## src/rtl/tdpt_pkg.sv

```systemverilog
// ----------------------------------------------------------------------------
// tdpt_pkg
// Shared types for the trial division primality tester: the control and
// status words passed between the sequencer and the remainder unit.
// ----------------------------------------------------------------------------
package tdpt_pkg;

	// sequencer to remainder unit
	typedef struct packed {
		logic start;
	} rem_ctl_t;

	// remainder unit to sequencer
	typedef struct packed {
		logic done;
		logic zero;
	} rem_sts_t;

endpackage

```

## src/rtl/tdpt_rem.sv

```systemverilog
// ----------------------------------------------------------------------------
// tdpt_rem
// Radix-2 restoring remainder unit. One quotient bit per cycle; after the
// last dividend bit it reports whether dividend / divisor leaves no remainder.
// ----------------------------------------------------------------------------
module tdpt_rem import tdpt_pkg::*; #(
	parameter int WIDTH = 32
) (
	input  logic             clk,
	input  logic             arst_n,
	input  rem_ctl_t         ctl,
	input  logic [WIDTH-1:0] dividend,
	input  logic [WIDTH-1:0] divisor,
	output rem_sts_t         sts
);

	localparam int CNT_W = $clog2(WIDTH);

	logic             run_q;
	logic [CNT_W-1:0] cnt_q;
	logic [WIDTH-1:0] rem_q;
	logic [WIDTH-1:0] shift_q;
	logic             done_q;
	logic             zero_q;

	logic [WIDTH:0]   trial;
	logic             fits;
	logic [WIDTH:0]   diff;
	logic [WIDTH-1:0] rem_next;

	// shift in the next dividend bit and conditionally subtract
	always_comb begin
		trial    = {rem_q, shift_q[WIDTH-1]};
		fits     = trial >= {1'b0, divisor};
		diff     = trial - {1'b0, divisor};
		rem_next = fits ? diff[WIDTH-1:0] : trial[WIDTH-1:0];
	end

	// step control
	always_ff @(posedge clk or negedge arst_n) begin
		if (!arst_n) begin
			run_q  <= 1'b0;
			cnt_q  <= '0;
			done_q <= 1'b0;
			zero_q <= 1'b0;
		end else begin
			done_q <= 1'b0;
			if (ctl.start) begin
				run_q <= 1'b1;
				cnt_q <= '0;
			end else if (run_q) begin
				cnt_q <= cnt_q + 1'b1;
				if (cnt_q == CNT_W'(WIDTH - 1)) begin
					run_q  <= 1'b0;
					done_q <= 1'b1;
					zero_q <= (rem_next == '0);
				end
			end
		end
	end

	// partial remainder and dividend shifter
	always_ff @(posedge clk) begin
		if (ctl.start) begin
			rem_q   <= '0;
			shift_q <= dividend;
		end else if (run_q) begin
			rem_q   <= rem_next;
			shift_q <= {shift_q[WIDTH-2:0], 1'b0};
		end
	end

	assign sts.done = done_q;
	assign sts.zero = zero_q;

endmodule
```

## config.mk

```make
export PLATFORM = sky130hd
export DESIGN_NAME = tdpt_rem
export DESIGN_NICKNAME = d
export VERILOG_FILES = /design/src/rtl/tdpt_pkg.sv /design/src/rtl/tdpt_rem.sv
export SDC_FILE = /design/constraint.sdc
export NUM_CORES = 1
export LEC_CHECK = 0
export BUFFER_PORTS_ARGS = -buffer_cell sky130_fd_sc_hd__buf_2
export CAP_MARGIN = 20
export CORE_AREA = 4 4 114 116
export DETAILED_ROUTE_END_ITERATION = 12
export DIE_AREA = 0 0 118 120
export GPL_TIMING_DRIVEN = 0
export HOLD_SLACK_MARGIN = 0.1
export PLACE_DENSITY = 0.72
export SYNTH_ARGS = -nofsm -noshare
export SYNTH_HDL_FRONTEND = slang
export SYNTH_SLANG_ARGS = --single-unit
```

## constraint.sdc

```tcl
create_clock -name clk -period 3.65 [get_ports clk]
set_input_delay 0.365 -clock clk [delete_from_list [all_inputs] [get_ports clk]]
set_output_delay 0.365 -clock clk [all_outputs]
set_load 0.02 [all_outputs]
```

==> impl_results.md <==
- Status: finished, violations left
- Failing checks: negative setup slack
- Pwr dens: 329 nW/µm²
- Top area cells in the synthesized netlist: edfxtp_1 17%, dfxtp_1 12%, ha_1 7.7%
- Final HPWL from detailed placement: 12.4 mm
- Total power: 2.19 mW
- Worst Path Required: 3910 ps
- Mean Syn Cell Area: 8.43 µm²
- Share of layout cells above drive strength 1: 0.242
- Final net count: 845
- Clk_lat worst skew: 330 ps
- Reg clk slew, reported paths: 60 ps
- Post-synth top area share: 0.175
- Post-route DRC: 0
- Vias after detailed routing: 5,381
- Sink Count: 72
- Hold endpoint: shift_q[17]
- RSZ-0062 raised after global routing: true
- DRT Pass-1 Iters: 5
- GR Util met3: 0.0415
- Max Fanout on Critical Path: 8
- Post-Synth Adder-Cell Area: 0.0810
- Detail Route Antenna Nets: 0
- Clk_skew: 10.3 ps
- Worst R2R Path Depth: 13
- HP Class: in2reg
- First-pass GRT wire length: 26.1 mm
- Busiest grt layer: met2
- Worst setup SP type: flop
- Post-layout util: 0.559
- CTS tree: yes
- Mapped cell area: 5500 µm²
- Largest family of logic cells by synthesized area: compound AO/OA/AOI/OAI gates
- Cell area after layout: 6660 µm²
- Fmax: 274 MHz
- Fin. Hold Viols: 0
- Worst setup EP type: flop
- Seq cells post-synth: 72
- Buf/Inv on CP: 2
- Fillers: 1,111
- Kind of critical path: reg2reg
- Tot GR Track Use: 0.225
- Initial DRC Count: 351
- Max-cap violation count: 0
- H-tree Lvls: 3
- Lkg Pwr: 2.83 nW
- Hold_sp: dividend[17]
- Area Overhead vs Synth: 21.1%
- Warnings from Yosys: 0
- DIE WIDTH: 118 µm
- Area leader, netlist: edfxtp_1
- Final hold slack: 345 ps
- Setup_tns: -5.78 ps
- Post-synthesis xor/xnor area fraction: 0.0382
- N_diodes: 0
- CP peak stage delay: 380 ps
- Worst VDD drop: 193 µV
- Crit share post-route: 1.00
- Worst path slowest cell: o311a_4
- Syn Nets: 755
- GR Util met2: 0.371
- R2R Path Start: rem_q[5]
- Clock Path Buffers: 2
- Simple-Gate Fraction of Synth Area: 0.190
- Final Slew Violations: 0
- Seq/Total Area, Yosys: 0.327
- Async S/R FF share, synth: 0.111
- Synth Area in Compound Gates: 0.224
- Tightest Pin Transition: 913 ps
- Delay-heaviest family, CP: compound AO/OA/AOI/OAI gates
- Io pins: 69
- Non-Filler Instances: 895
- Total die area: 14,200 µm²
- Post-synth EDFFs: 32
- Core footprint: 11,900 µm²
- Cts bufs inserted: 9
- Post-synthesis cell type count: 64
- Crit-path cells: ha_1, buf_2, a21oi_2, o21ai_1, and3b_2, or3_1, buf_2, o311a_4, a211o_1, a211o_1, a2111oi_2, and4_1, a31o_1
- Synthesized instance count: 653
- Setup violations, final: 1
- Root Buffer: clkbuf_16
- Tmin final: 3660 ps
- Mux cell area share after synthesis: 0.0780
- Per-cell routed wire length: 18.2 µm
- Core Rows: 40
- Total global routing overflow: 0
- R2r setup slk: -6 ps
- DP Worst Slack: -288 ps
- Pin count of the biggest net entering global routing: 33
- Inst Count DP: 867
- Vias in the first global route: 5,263
- Dpl cell area: 6020 µm²
- Avg Vias per Cell: 6.01
- Relative slew slack: 0.375
- Final GP Congestion: 1.00
- GR Util met1: 0.294
- Initial antenna violation count: 0
- WL final: 16.3 mm
- I/O Buffers: 67
- Arr. time, crit path: 3910 ps
- End of the worst register-to-register path: zero_q
- Die height: 120 µm
- Setup ws final: -5.78 ps
- Worst Hold Depth: 2
- Initial core utilization: 0.462
- Ys flop type: edfxtp_1
==> cells by family (layout without fill, tap and decap cells) <==
family                   Yosys count  count (layout)
AO/OA/AOI/OAI                    175             175
XOR/XNOR                          24              24
adder cells (fa/ha/maj)           35              35
buffers and inverters             83             178
flip-flops                        72              72
multiplexers                      39              39
AND/OR/NAND/NOR                  225             225
==> cell usage in the layout (no fill, tap or decap), drive strengths merged, types with 12 or more instances in the layout <==
cell    synthesis  layout
a311oi         18      18
ha             34      34
clkbuf         27      35
inv            41      41
dfxtp          32      32
o21ai          31      31
xnor2          12      12
a211oi         16      16
nand4          16      16
buf            15      97
nor3           19      19
nor2           60      60
mux2           31      31
xor2           12      12
edfxtp         32      32
nand2          80      80
a21oi          47      47
==> routing by layer <==
metal  routed length (µm)  part of all wire
met3                 1210             0.074
met5                    0                 0
met1                 7150              0.44
met2                 7470              0.46
met4                  424             0.026
==> how the worst max path moves through the flow <==
stage                start      to  slack, ps  depth (start not counted)
2_1_floorplan  shift_q[31]  zero_q        230                         14
4_1_cts        shift_q[31]  zero_q        -50                         15
6_report          rem_q[5]  zero_q         -6                         13
5_1_grt        shift_q[31]  zero_q       -110                         15
3_3_place_gp   shift_q[31]  zero_q       -350                         14
3_5_place_dp   shift_q[31]  zero_q       -290                         14
==> power by group <==
part           internal, mW  switching (mW)
clock                 0.637           0.322
sequential            0.891          0.0173
combinational         0.144           0.180
total                  1.67           0.520
==> what timing repair did <==
item                                    in CTS  in global routing
resized for setup                           22                 24
setup buffers                                7                  8
pin swaps                                   12                 19
hold endpoints to repair                     8                  0
hold buffers                                 1                  0
endpoints found under the setup margin      27                 28
==> registers in the layout, summed over array words and instances, names as in the netlist <==
signal and count:
zero_q 1, run_q 1, done_q 1, cnt_q 5, rem_q 32, shift_q 32
==> layout make-up <==
class                      count  area [µm²]  share of cell area
buffer                        38         171              0.0257
clock buffer                  12         256              0.0385
clock inverter                 4        76.3              0.0115
inverter                      41         154              0.0231
multi-input combinational    498        3550               0.533
sequential                    72        1810               0.272
tap                          147         184              0.0276
timing repair buffer          83         462              0.0693
==> Yosys cell counts (3+ instances only) <==
| master | number |
|---|---|
| nand2_1 | 79 |
| nor2_1 | 60 |
| a21oi_1 | 44 |
| inv_1 | 41 |
| ha_1 | 34 |
| dfxtp_1 | 32 |
| edfxtp_1 | 32 |
| mux2_2 | 31 |
| clkbuf_1 | 27 |
| o21ai_0 | 27 |
| nor3_1 | 19 |
| a311oi_1 | 18 |
| a211oi_1 | 16 |
| nand4_1 | 16 |
| xnor2_1 | 12 |
| xor2_1 | 12 |
| and3_1 | 9 |
| o21a_1 | 9 |
| dfrtp_1 | 8 |
| mux2i_1 | 8 |
| nor4_1 | 8 |
| a21o_1 | 7 |
| buf_2 | 7 |
| nand3_1 | 6 |
| buf_1 | 5 |
| nor2b_1 | 5 |
| a2111oi_0 | 4 |
| a211o_1 | 4 |
| and2_1 | 4 |
| o211ai_1 | 4 |
| o21ai_1 | 4 |
| o311a_1 | 4 |
| o311ai_0 | 4 |
| o31ai_1 | 4 |
| or3_1 | 4 |
| or4_1 | 4 |
| and4_1 | 3 |
| nand2b_1 | 3 |
| o211a_1 | 3 |
No activity file was read; power rests on OpenSTA's default activity.
